## config.mk

```make
export PLATFORM = sky130hd
export DESIGN_NAME = multichannel_pump_hysteresis_controller_unit
export DESIGN_NICKNAME = d
export VERILOG_FILES = /design/src/rtl/core/mphc_pkg.sv /design/src/rtl/core/multichannel_pump_hysteresis_controller_unit.sv /design/src/rtl/core/mphc_ctrl.sv /design/src/rtl/core/mphc_dpath.sv
export SDC_FILE = /design/constraint.sdc
export NUM_CORES = 1
export LEC_CHECK = 0
export BUFFER_PORTS_ARGS = -buffer_cell sky130_fd_sc_hd__buf_2
export CAP_MARGIN = 20
export CORE_MARGIN = 2
export CORE_UTILIZATION = 44
export CTS_BUF_LIST = sky130_fd_sc_hd__clkbuf_2
export DETAILED_ROUTE_END_ITERATION = 10
export SLEW_MARGIN = 20
export SYNTH_ARGS = -nofsm -noshare
export SYNTH_HDL_FRONTEND = slang
export SYNTH_HIERARCHICAL = 1
export SYNTH_SLANG_ARGS = --single-unit
```

## constraint.sdc

```tcl
create_clock -name clk -period 12.1 [get_ports clk]
set_input_delay 0.605 -clock clk [delete_from_list [all_inputs] [get_ports clk]]
set_output_delay 0.605 -clock clk [all_outputs]
set_load 0.01 [all_outputs]
```

## src/rtl/core/mphc_pkg.sv

```systemverilog
// Shared types and constants of the multichannel pump controller.
// No dependencies.
`default_nettype none

package mphc_pkg;

  localparam int CHANNELS = 4;
  localparam int CIDX_W   = (CHANNELS > 1) ? $clog2(CHANNELS) : 1;

  localparam logic [6:0]  PCT_FULL = 7'd100;
  localparam logic [15:0] CNT_MAX  = 16'hFFFF;

  // request kinds
  localparam logic [1:0] REQ_SAMPLE = 2'd0;
  localparam logic [1:0] REQ_TICK   = 2'd1;
  localparam logic [1:0] REQ_CMD    = 2'd2;

  // pump commands
  localparam logic [1:0] CMD_MAN_ON  = 2'd0;
  localparam logic [1:0] CMD_MAN_OFF = 2'd1;
  localparam logic [1:0] CMD_AUTO    = 2'd2;

  // register indexes
  localparam logic [2:0] CFG_START_PCT  = 3'd0;
  localparam logic [2:0] CFG_STOP_PCT   = 3'd1;
  localparam logic [2:0] CFG_AUTO_EN    = 3'd2;
  localparam logic [2:0] CFG_MAX_RUN    = 3'd3;
  localparam logic [2:0] CFG_COOLDOWN   = 3'd4;
  localparam logic [2:0] CFG_DRY_RAW    = 3'd5;
  localparam logic [2:0] CFG_WET_RAW    = 3'd6;
  localparam logic [2:0] CFG_ACTIVE_LOW = 3'd7;

  typedef enum logic [1:0] {
    MODE_AUTO    = 2'd0,
    MODE_MAN_ON  = 2'd1,
    MODE_MAN_OFF = 2'd2
  } mode_t;

  typedef enum logic [2:0] {
    ST_IDLE,
    ST_PREP,
    ST_DIV,
    ST_WSAMP,
    ST_CMD,
    ST_TINC,
    ST_CHECK,
    ST_FINISH
  } state_t;

  typedef struct packed {
    logic capture;
    logic prep;
    logic div_step;
    logic samp_wr;
    logic cmd_apply;
    logic tick_inc;
    logic check;
    logic out_load;
  } mphc_cmd_t;

  typedef struct packed {
    logic [1:0] req;
    logic       div_last;
    logic       check_last;
    logic       out_stall;
  } mphc_sts_t;

endpackage

`default_nettype wire

```

## src/rtl/core/multichannel_pump_hysteresis_controller_unit.sv

```systemverilog
// Top level of the multichannel pump controller: sequencer plus datapath.
// Depends on mphc_pkg, mphc_ctrl and mphc_dpath.
`default_nettype none

// Hysteresis on/off pump controller for CHANNELS channels (package constant,
// 4 by default) with a runtime limit and a restart cooldown. One beat in
// gives exactly one result beat out. A sample beat converts a raw reading
// into a percent through a bit-serial divider: one setup step with the x100
// multiply, 7 quotient iterations, one write and one result load. A tick
// beat bumps all run/off counters at once, then the check unit visits
// one channel per cycle before the result load. A command beat applies
// its command, then loads the result; an unknown request kind only
// reports. The input side takes a new beat as soon as the sequencer is
// back in idle, while an earlier result may still sit in the output
// register; a stalled output holds the sequencer in its last step.
// Configuration writes are registered and must only be issued while no
// beat is in flight. Result masks cover channels 0..3 only; relay levels
// are the pump bits XOR the relay invert register.
module multichannel_pump_hysteresis_controller_unit (
  input  wire logic        clk,
  input  wire logic        rst_n,
  // configuration
  input  wire logic        cfg_we,
  input  wire logic [2:0]  cfg_index,
  input  wire logic [15:0] cfg_wdata,
  // input channel
  input  wire logic        in_valid,
  output logic             in_ready,
  input  wire logic [1:0]  in_req_type,
  input  wire logic [1:0]  in_channel,
  input  wire logic [9:0]  in_raw_value,
  input  wire logic [1:0]  in_command,
  // result channel
  output logic             out_valid,
  input  wire logic        out_ready,
  output logic [3:0]       out_pump_mask,
  output logic [3:0]       out_relay_levels,
  output logic [3:0]       out_started_mask,
  output logic [3:0]       out_target_stop_mask,
  output logic [3:0]       out_limit_stop_mask,
  output logic [6:0]       out_soil_pct,
  output logic [1:0]       out_channel_mode
);
  import mphc_pkg::*;

  mphc_cmd_t cmd;   // sequencer -> datapath step strobes
  mphc_sts_t sts;   // datapath -> sequencer: beat kind, loop ends, stall

  mphc_ctrl u_ctrl (
    .clk      (clk),
    .rst_n    (rst_n),
    .in_valid (in_valid),
    .in_ready (in_ready),
    .sts      (sts),
    .cmd      (cmd)
  );

  mphc_dpath u_dpath (
    .clk                  (clk),
    .rst_n                (rst_n),
    .cfg_we               (cfg_we),
    .cfg_index            (cfg_index),
    .cfg_wdata            (cfg_wdata),
    .in_req_type          (in_req_type),
    .in_channel           (in_channel),
    .in_raw_value         (in_raw_value),
    .in_command           (in_command),
    .out_valid            (out_valid),
    .out_ready            (out_ready),
    .out_pump_mask        (out_pump_mask),
    .out_relay_levels     (out_relay_levels),
    .out_started_mask     (out_started_mask),
    .out_target_stop_mask (out_target_stop_mask),
    .out_limit_stop_mask  (out_limit_stop_mask),
    .out_soil_pct         (out_soil_pct),
    .out_channel_mode     (out_channel_mode),
    .cmd                  (cmd),
    .sts                  (sts)
  );

endmodule

`default_nettype wire

```

## src/rtl/core/mphc_ctrl.sv

```systemverilog
// Sequencer of the pump controller: walks each beat through its steps.
// Depends on mphc_pkg.
`default_nettype none

module mphc_ctrl (
  input  wire logic               clk,
  input  wire logic               rst_n,
  input  wire logic               in_valid,
  output logic                    in_ready,
  input  wire mphc_pkg::mphc_sts_t sts,
  output mphc_pkg::mphc_cmd_t     cmd
);
  import mphc_pkg::*;

  state_t state_r, state_nxt;

  always_ff @(posedge clk) begin
    if (!rst_n) begin
      state_r <= ST_IDLE;
    end else begin
      state_r <= state_nxt;
    end
  end

  always_comb begin
    state_nxt = state_r;
    cmd       = '0;
    in_ready  = 1'b0;
    case (state_r)
      ST_IDLE: begin
        in_ready = 1'b1;
        if (in_valid) begin
          cmd.capture = 1'b1;
          state_nxt   = ST_FINISH;
        end
      end
      ST_PREP: begin
        cmd.prep  = 1'b1;
        state_nxt = ST_DIV;
      end
      ST_DIV: begin
        cmd.div_step = 1'b1;
        if (sts.div_last) begin
          state_nxt = ST_WSAMP;
        end
      end
      ST_WSAMP: begin
        cmd.samp_wr = 1'b1;
        state_nxt   = ST_FINISH;
      end
      ST_CMD: begin
        cmd.cmd_apply = 1'b1;
        state_nxt     = ST_FINISH;
      end
      ST_TINC: begin
        cmd.tick_inc = 1'b1;
        state_nxt    = ST_CHECK;
      end
      ST_CHECK: begin
        cmd.check = 1'b1;
        if (sts.check_last) begin
          state_nxt = ST_FINISH;
        end
      end
      ST_FINISH: begin
        if (!sts.out_stall) begin
          cmd.out_load = 1'b1;
          state_nxt    = ST_IDLE;
        end
      end
      default: begin
        state_nxt = ST_IDLE;
      end
    endcase
    // dispatch on the kind of the beat just captured
    if (state_r == ST_IDLE && in_valid) begin
      case (sts.req)
        REQ_SAMPLE: state_nxt = ST_PREP;
        REQ_TICK:   state_nxt = ST_TINC;
        REQ_CMD:    state_nxt = ST_CMD;
        default:    state_nxt = ST_FINISH;
      endcase
    end
  end

endmodule

`default_nettype wire

```

## src/rtl/core/mphc_dpath.sv

```systemverilog
// Datapath of the pump controller: registers, channel state, percent divider,
// per-channel check unit and result register. Depends on mphc_pkg.
`default_nettype none

module mphc_dpath (
  input  wire logic                clk,
  input  wire logic                rst_n,
  input  wire logic                cfg_we,
  input  wire logic [2:0]          cfg_index,
  input  wire logic [15:0]         cfg_wdata,
  input  wire logic [1:0]          in_req_type,
  input  wire logic [1:0]          in_channel,
  input  wire logic [9:0]          in_raw_value,
  input  wire logic [1:0]          in_command,
  output logic                     out_valid,
  input  wire logic                out_ready,
  output logic [3:0]               out_pump_mask,
  output logic [3:0]               out_relay_levels,
  output logic [3:0]               out_started_mask,
  output logic [3:0]               out_target_stop_mask,
  output logic [3:0]               out_limit_stop_mask,
  output logic [6:0]               out_soil_pct,
  output logic [1:0]               out_channel_mode,
  input  wire mphc_pkg::mphc_cmd_t cmd,
  output mphc_pkg::mphc_sts_t      sts
);
  import mphc_pkg::*;

  // configuration registers
  logic [6:0]  start_pct_r, stop_pct_r;
  logic        auto_en_r, active_low_r;
  logic [15:0] max_run_r, cooldown_r;
  logic [9:0]  dry_raw_r, wet_raw_r;

  always_ff @(posedge clk) begin
    if (!rst_n) begin
      start_pct_r  <= 7'd35;
      stop_pct_r   <= 7'd55;
      auto_en_r    <= 1'b0;
      max_run_r    <= 16'd15000;
      cooldown_r   <= 16'd30000;
      dry_raw_r    <= 10'd0;
      wet_raw_r    <= 10'd626;
      active_low_r <= 1'b1;
    end else if (cfg_we) begin
      case (cfg_index)
        CFG_START_PCT:  start_pct_r  <= cfg_wdata[6:0];
        CFG_STOP_PCT:   stop_pct_r   <= cfg_wdata[6:0];
        CFG_AUTO_EN:    auto_en_r    <= cfg_wdata[0];
        CFG_MAX_RUN:    max_run_r    <= cfg_wdata;
        CFG_COOLDOWN:   cooldown_r   <= cfg_wdata;
        CFG_DRY_RAW:    dry_raw_r    <= cfg_wdata[9:0];
        CFG_WET_RAW:    wet_raw_r    <= cfg_wdata[9:0];
        CFG_ACTIVE_LOW: active_low_r <= cfg_wdata[0];
        default: ;
      endcase
    end
  end

  // captured beat
  logic [1:0] item_ch_r, item_cmd_r;
  logic [9:0] item_raw_r;

  always_ff @(posedge clk) begin
    if (cmd.capture) begin
      item_ch_r  <= in_channel;
      item_raw_r <= in_raw_value;
      item_cmd_r <= in_command;
    end
  end

  logic              ch_ok;
  logic [CIDX_W-1:0] item_idx;
  assign ch_ok    = 32'(item_ch_r) < CHANNELS;
  assign item_idx = CIDX_W'(item_ch_r);

  // percent divider: magnitudes of (raw-dry) and (wet-dry); quotient < 100
  // unless |num| >= |span|, which saturates at 100
  logic [10:0] diff_s, span_s;
  logic [9:0]  num_mag, span_mag;
  logic [16:0] rem_r;
  logic [9:0]  dvs_r;
  logic [6:0]  quo_r;
  logic [2:0]  div_k_r;
  logic        zero_r, sat_r;
  logic [16:0] trial;
  logic [6:0]  pct;

  assign diff_s   = {1'b0, item_raw_r} - {1'b0, dry_raw_r};
  assign span_s   = {1'b0, wet_raw_r} - {1'b0, dry_raw_r};
  assign num_mag  = diff_s[10] ? 10'(-diff_s) : diff_s[9:0];
  assign span_mag = span_s[10] ? 10'(-span_s) : span_s[9:0];
  assign trial    = 17'(dvs_r) << div_k_r;

  always_ff @(posedge clk) begin
    if (cmd.prep) begin
      zero_r  <= (span_s == '0) || (diff_s == '0) || (diff_s[10] != span_s[10]);
      sat_r   <= num_mag >= span_mag;
      rem_r   <= 17'(num_mag) * 17'(PCT_FULL);
      dvs_r   <= span_mag;
      quo_r   <= '0;
      div_k_r <= 3'd6;
    end else if (cmd.div_step) begin
      if (rem_r >= trial) begin
        rem_r <= rem_r - trial;
        quo_r <= {quo_r[5:0], 1'b1};
      end else begin
        quo_r <= {quo_r[5:0], 1'b0};
      end
      div_k_r <= div_k_r - 3'd1;
    end
  end

  assign pct = zero_r ? 7'd0 : (sat_r ? PCT_FULL : quo_r);

  // channel state
  logic        run_r   [CHANNELS];
  mode_t       mode_r  [CHANNELS];
  logic [6:0]  moist_r [CHANNELS];
  logic [15:0] run_el_r[CHANNELS];
  logic [15:0] off_el_r[CHANNELS];
  logic        run_nxt   [CHANNELS];
  mode_t       mode_nxt  [CHANNELS];
  logic [6:0]  moist_nxt [CHANNELS];
  logic [15:0] run_el_nxt[CHANNELS];
  logic [15:0] off_el_nxt[CHANNELS];

  logic [CIDX_W-1:0] chk_idx_r;
  logic [3:0]        started_r, tstop_r, lstop_r;
  logic [3:0]        started_nxt, tstop_nxt, lstop_nxt;
  logic [CIDX_W-1:0] rd_idx;
  logic              c_run;
  mode_t             c_mode;
  logic [6:0]        c_moist;
  logic [15:0]       c_run_el, c_off_el;

  // single read port: the check index while checking, else the item channel
  assign rd_idx   = cmd.check ? chk_idx_r : item_idx;
  assign c_run    = run_r[rd_idx];
  assign c_mode   = mode_r[rd_idx];
  assign c_moist  = moist_r[rd_idx];
  assign c_run_el = run_el_r[rd_idx];
  assign c_off_el = off_el_r[rd_idx];

  always_comb begin
    run_nxt     = run_r;
    mode_nxt    = mode_r;
    moist_nxt   = moist_r;
    run_el_nxt  = run_el_r;
    off_el_nxt  = off_el_r;
    started_nxt = started_r;
    tstop_nxt   = tstop_r;
    lstop_nxt   = lstop_r;
    if (cmd.capture) begin
      started_nxt = '0;
      tstop_nxt   = '0;
      lstop_nxt   = '0;
    end
    if (cmd.tick_inc) begin
      for (int i = 0; i < CHANNELS; i++) begin
        if (run_el_r[i] != CNT_MAX) run_el_nxt[i] = run_el_r[i] + 16'd1;
        if (off_el_r[i] != CNT_MAX) off_el_nxt[i] = off_el_r[i] + 16'd1;
      end
    end
    if (cmd.samp_wr && ch_ok) begin
      moist_nxt[item_idx] = pct;
    end
    if (cmd.cmd_apply && ch_ok) begin
      case (item_cmd_r)
        CMD_MAN_ON: begin
          mode_nxt[item_idx]   = MODE_MAN_ON;
          run_nxt[item_idx]    = 1'b1;
          run_el_nxt[item_idx] = '0;
        end
        CMD_MAN_OFF: begin
          mode_nxt[item_idx]   = MODE_MAN_OFF;
          run_nxt[item_idx]    = 1'b0;
          off_el_nxt[item_idx] = '0;
        end
        CMD_AUTO: mode_nxt[item_idx] = MODE_AUTO;
        default: ;
      endcase
    end
    if (cmd.check) begin
      if (c_run && c_run_el >= max_run_r) begin
        // runtime limit, any mode
        if (c_mode == MODE_MAN_ON) mode_nxt[chk_idx_r] = MODE_MAN_OFF;
        run_nxt[chk_idx_r]    = 1'b0;
        off_el_nxt[chk_idx_r] = '0;
        lstop_nxt             = lstop_r | (4'b0001 << chk_idx_r);
      end else if (auto_en_r && c_mode == MODE_AUTO) begin
        if (!c_run) begin
          if (c_off_el >= cooldown_r && c_moist <= start_pct_r) begin
            run_nxt[chk_idx_r]    = 1'b1;
            run_el_nxt[chk_idx_r] = '0;
            started_nxt           = started_r | (4'b0001 << chk_idx_r);
          end
        end else if (c_moist >= stop_pct_r) begin
          run_nxt[chk_idx_r]    = 1'b0;
          off_el_nxt[chk_idx_r] = '0;
          tstop_nxt             = tstop_r | (4'b0001 << chk_idx_r);
        end
      end
    end
  end

  always_ff @(posedge clk) begin
    if (!rst_n) begin
      for (int i = 0; i < CHANNELS; i++) begin
        run_r[i]    <= 1'b0;
        mode_r[i]   <= MODE_AUTO;
        moist_r[i]  <= '0;
        run_el_r[i] <= '0;
        off_el_r[i] <= CNT_MAX;
      end
      started_r <= '0;
      tstop_r   <= '0;
      lstop_r   <= '0;
    end else begin
      run_r     <= run_nxt;
      mode_r    <= mode_nxt;
      moist_r   <= moist_nxt;
      run_el_r  <= run_el_nxt;
      off_el_r  <= off_el_nxt;
      started_r <= started_nxt;
      tstop_r   <= tstop_nxt;
      lstop_r   <= lstop_nxt;
    end
  end

  always_ff @(posedge clk) begin
    if (cmd.tick_inc) begin
      chk_idx_r <= '0;
    end else if (cmd.check) begin
      chk_idx_r <= chk_idx_r + CIDX_W'(1);
    end
  end

  // result register
  logic [3:0] pm_w, rl_w;
  logic       out_valid_r;

  for (genvar b = 0; b < 4; b++) begin : g_bit
    if (b < CHANNELS) begin : g_on
      assign pm_w[b] = run_r[b];
      assign rl_w[b] = run_r[b] ^ active_low_r;
    end else begin : g_off
      assign pm_w[b] = 1'b0;
      assign rl_w[b] = 1'b0;
    end
  end

  always_ff @(posedge clk) begin
    if (!rst_n) begin
      out_valid_r <= 1'b0;
    end else if (cmd.out_load) begin
      out_valid_r <= 1'b1;
    end else if (out_ready) begin
      out_valid_r <= 1'b0;
    end
  end

  always_ff @(posedge clk) begin
    if (cmd.out_load) begin
      out_pump_mask        <= pm_w;
      out_relay_levels     <= rl_w;
      out_started_mask     <= started_r;
      out_target_stop_mask <= tstop_r;
      out_limit_stop_mask  <= lstop_r;
      out_soil_pct         <= ch_ok ? c_moist : 7'd0;
      out_channel_mode     <= ch_ok ? c_mode : 2'd0;
    end
  end

  // beat kind is looked at only in idle, on the beat being offered
  assign out_valid      = out_valid_r;
  assign sts.req        = in_req_type;
  assign sts.div_last   = div_k_r == 3'd0;
  assign sts.check_last = chk_idx_r == CIDX_W'(CHANNELS - 1);
  assign sts.out_stall  = out_valid_r && !out_ready;

  a_load_shows: assert property (@(posedge clk) disable iff (!rst_n)
    cmd.out_load |=> out_valid_r)
    else $error("result not presented after load");

  a_started_runs: assert property (@(posedge clk) disable iff (!rst_n)
    out_valid_r |-> (out_started_mask & ~out_pump_mask) == 4'd0)
    else $error("auto-started channel reported idle");

  a_limit_idle: assert property (@(posedge clk) disable iff (!rst_n)
    out_valid_r |-> (out_limit_stop_mask & out_pump_mask) == 4'd0)
    else $error("limit-stopped channel reported running");

  a_man_on_runs: assert property (@(posedge clk) disable iff (!rst_n)
    (mode_r[0] == MODE_MAN_ON) |-> run_r[0])
    else $error("manual-on channel not running");

  a_man_off_idle: assert property (@(posedge clk) disable iff (!rst_n)
    (mode_r[0] == MODE_MAN_OFF) |-> !run_r[0])
    else $error("manual-off channel running");

endmodule

`default_nettype wire

```

==> reports/results.txt <==
Status -> complete, no violations
Arr. time, crit path -> 6.90 ns
WHS Path Cells -> 2
Count of final setup violators -> 0
DP HPWL -> 38,300 µm
Worst Hold Launch -> in_raw_value[5]
Leak -> 8.743 nW
Iteration-0 DRC Markers -> 1,060
Core area -> 44,220 µm²
WL/cell -> 17.64 µm
Antenna violations before repair -> 4
Slew margin rel. -> 0.3097
Slew @ Worst Pin -> 1.026 ns
Die ar. -> 46,460 µm²
GRT Overall Usage -> 0.2251
Ys flop type -> dfxtp_1
Post-synth EDFFs -> 70
Area contributors post-synth -> dfxtp_1 (27%), edfxtp_1 (11%), ha_1 (9.1%)
Ys async rst share -> 0
Vias -> 16.56k
Total wire length -> 52,530 µm
Total CTS buffers -> 88
Worst-path clk slew -> 0.11 ns
Power Dens Cells -> 209.1 nW/µm²
Most common cell in the synthesized netlist -> dfxtp_1
First-pass GRT wire length -> 83,960 µm
Peak VDD IR -> 0.0002044 V
Avg Inst Size Synth -> 9.029 µm²
# DRC -> 0
Syn Inst Count -> 2,181
Post-DP Area -> 20,540 µm²
Synthesis-to-layout area growth -> 11.07%
Nets@finish -> 2,499
Flop2flop setup slack -> 6.16 ns
Hold/Removal Path Class -> in2reg
ANT nets after route -> 0
Post-CTS sizing -> 0
Yosys cell types -> 91
Die height -> 215.6 µm
Area of the multi-input gates -> 11,550 µm²
Routed met3 length -> 2483 µm
Top layer in use -> met4
Post-synth net total -> 2,372
CTS root buffer -> clkbuf_2
Synth area leader -> dfxtp_1
CTS Buffer Depth -> 3
CTS H-Tree Depth -> 3
Vias in the first global route -> 15.82k
Post-synth top area share -> 0.2704
Max_cap viols -> 0
Tot Pwr -> 4.573 mW
R2R Path End -> u_dpath/off_el_r[12]$_SDFF_PN1_
Kind of critical path -> reg2reg
Initial Util -> 0.4453
Setup TNS -> 0 ns
Die width -> 215.6 µm
Clk_lat worst skew -> 1.10 ns
Fmax -> 0.1684 GHz
Crit share post-route -> 0.4908
Post-route cell area -> 21,870 µm²
Yosys reg bits -> 336
Hold Path Sink -> u_dpath/item_raw_r[5]$_DFFE_PP_
Period minus WS final -> 5.939 ns
Sw Share -> 0.4216
Post-synthesis sequential area ratio -> 0.3772
R2R Path Start -> u_ctrl/state_r[1]$_SDFFE_PN0P_
Switching power -> 1.928 mW
FF+latch area -> 7427 µm²
Startpoint Class -> flop
Share of cells above drive strength 1 -> 0.1325
Placer congestion estimate -> 0.8690
Total internal power -> 2.645 mW
CP endpoint kind -> flop
Unrepaired setup endpoints after global routing -> false
CTS tree -> yes
IO Port Bufs -> 70
Fill count -> 4,262
Vias per Instance -> 5.561
Max FO, Critical Path -> 32
Sequential share of power -> 0.307
Grt total ovfl -> 0
Synthesized cell area -> 19,690 µm²
Met2 wire len -> 24,990 µm
Combinational Power Share -> 0.506
Final Util -> 0.4946
Final Max Tran Viols -> 0
Largest net degree at the start of global routing -> 112
Initial DRT Pass Iterations -> 5
Commonest cells post-synth -> dfxtp_1 (266), nand2_1 (234), nor2_1 (217), ha_1 (143), a21oi_1 (129)
Num ports -> 71
Worst Reg-to-Reg Cells -> 13
Clk pwr share -> 0.187
Sink Count -> 336
# rows -> 77
Met1 WL -> 23,510 µm
Data required, critical path -> 13.06 ns
Fin Clk Skew -> 0.1086 ns
Yosys warning count -> 6
Final Hold Vio Count -> 0
-- power by group through the flow --
stage / Sequential (mW) / Clock, mW / Combinational, mW
floorplan: 1.36 / 0 / 1.83
global placement: 1.42 / 0 / 2.26
detailed placement: 1.43 / 0 / 2.29
CTS: 1.40 / 0.891 / 2.32
global route: 1.42 / 0.947 / 2.59
finish: 1.40 / 0.855 / 2.31
-- cell usage in the layout (no fill, tap or decap), drive strengths merged, types with 12 or more instances in the layout --
cell type	netlist	final
clkinv	1	16
clkbuf	65	140
nand2	235	235
xor2	54	54
nor3	61	61
o211ai	24	24
and3	35	35
xnor2	85	85
nand4	29	29
nor3b	14	14
dlygate4sd3	0	41
nor4	12	12
o21ai	123	123
nor2	217	217
a211oi	16	16
o31ai	22	22
mux4	41	41
buf	25	86
nand3	103	103
a21o	28	28
dfxtp	266	266
or3	12	12
a21oi	129	129
mux2i	53	53
and2	14	14
o21a	16	16
edfxtp	70	70
inv	97	98
nor2b	23	23
ha	143	143
nand2b	32	32
-- worst max-delay path, cell delays in order, from the launching register on --
cell and delay, ns:
dfxtp_1 0.64, and3b_1 0.58, mux2i_4 0.77, buf_4 0.63, mux4_2 0.57, inv_1 0.08, ha_1 0.21, nand2b_1 0.14
a211oi_1 0.23, nor3_1 0.10, nor4b_2 0.87, nor3_4 0.14, a221o_1 0.61, o31ai_1 0.29
-- cell type report --
type                    instances  share of cell area
diodes                          8           0.0009153
clock buffers                 140             0.03203
clock inverters                20            0.007837
inverters                      98             0.01682
well taps                     592             0.03387
repair buffers                127             0.04096
flip-flops and latches        336              0.3396
multi-input cells            1657              0.5280
-- how the worst max path moves through the flow --
stage / slack (ns) / startpoint / end
floorplan: 6.68 / u_dpath/item_raw_r[0]$_DFFE_PP_ / u_dpath/rem_r[16]$_DFFE_PP_
global placement: 6.28 / u_dpath/item_raw_r[0]$_DFFE_PP_ / u_dpath/rem_r[15]$_DFFE_PP_
detailed placement: 6.18 / u_ctrl/state_r[1]$_SDFFE_PN0P_ / u_dpath/off_el_r[12]$_SDFF_PN1_
CTS: 6.17 / u_dpath/item_raw_r[0]$_DFFE_PP_ / u_dpath/rem_r[15]$_DFFE_PP_
global route: 5.76 / u_ctrl/state_r[1]$_SDFFE_PN0P_ / u_dpath/off_el_r[44]$_SDFF_PN1_
finish: 6.16 / u_ctrl/state_r[1]$_SDFFE_PN0P_ / u_dpath/off_el_r[12]$_SDFF_PN1_
-- per-layer routing --
metal / vias to the layer above / track usage
met2: 408 / 0.3724
met3: 89 / 0.04172
li1: 8162 / -
met1: 7902 / 0.2932
met5: - / 0
met4: 0 / 0.08414
-- repair_timing --
action / 4_1_cts / 5_1_grt
buffers inserted: 0 / 0
hold endpoints to repair: 86 / 18
hold buffers: 40 / 1
-- state kept, by name (all words and copies together) (netlist names), 7 cells and up --
register / cells
u_dpath/rem_r: 17
u_dpath/dry_raw_r: 10
u_dpath/quo_r: 7
u_dpath/wet_raw_r: 10
u_dpath/stop_pct_r: 7
u_dpath/out_soil_pct: 7
u_dpath/mode_r: 8
u_dpath/moist_r: 28
u_dpath/off_el_r: 64
u_dpath/item_raw_r: 10
u_dpath/dvs_r: 10
u_dpath/start_pct_r: 7
u_dpath/run_el_r: 64
u_dpath/max_run_r: 16
u_dpath/cooldown_r: 16
-- kinds of logic (layout without fill, tap and decap cells) --
family / count (synthesis) / in the layout / synth area share
AOI/OAI and AO/OA: 446 / 446 / 0.1463
adders and majority gates: 151 / 151 / 0.09900
and+or+nand+nor: 824 / 824 / 0.2014
xor gates and xnor gates: 139 / 139 / 0.06182
DFF: 336 / 336 / 0.3772
other: 0 / 8 / 0
muxes: 97 / 97 / 0.07619
buffers and inverters: 188 / 385 / 0.03812
-- stage by stage --
stage	cells	hold slack, ns	setup slack (ns)
3_5_place_dp	2768	0.4422	6.177
5_1_grt	2975	0.1220	5.760
4_1_cts	2968	0.06719	6.174
3_3_place_gp	2768	0.4393	6.283
6_report	2978	0.2299	6.161
2_1_floorplan	2181	0.4091	6.684
(Power assumes the default switching activity.)
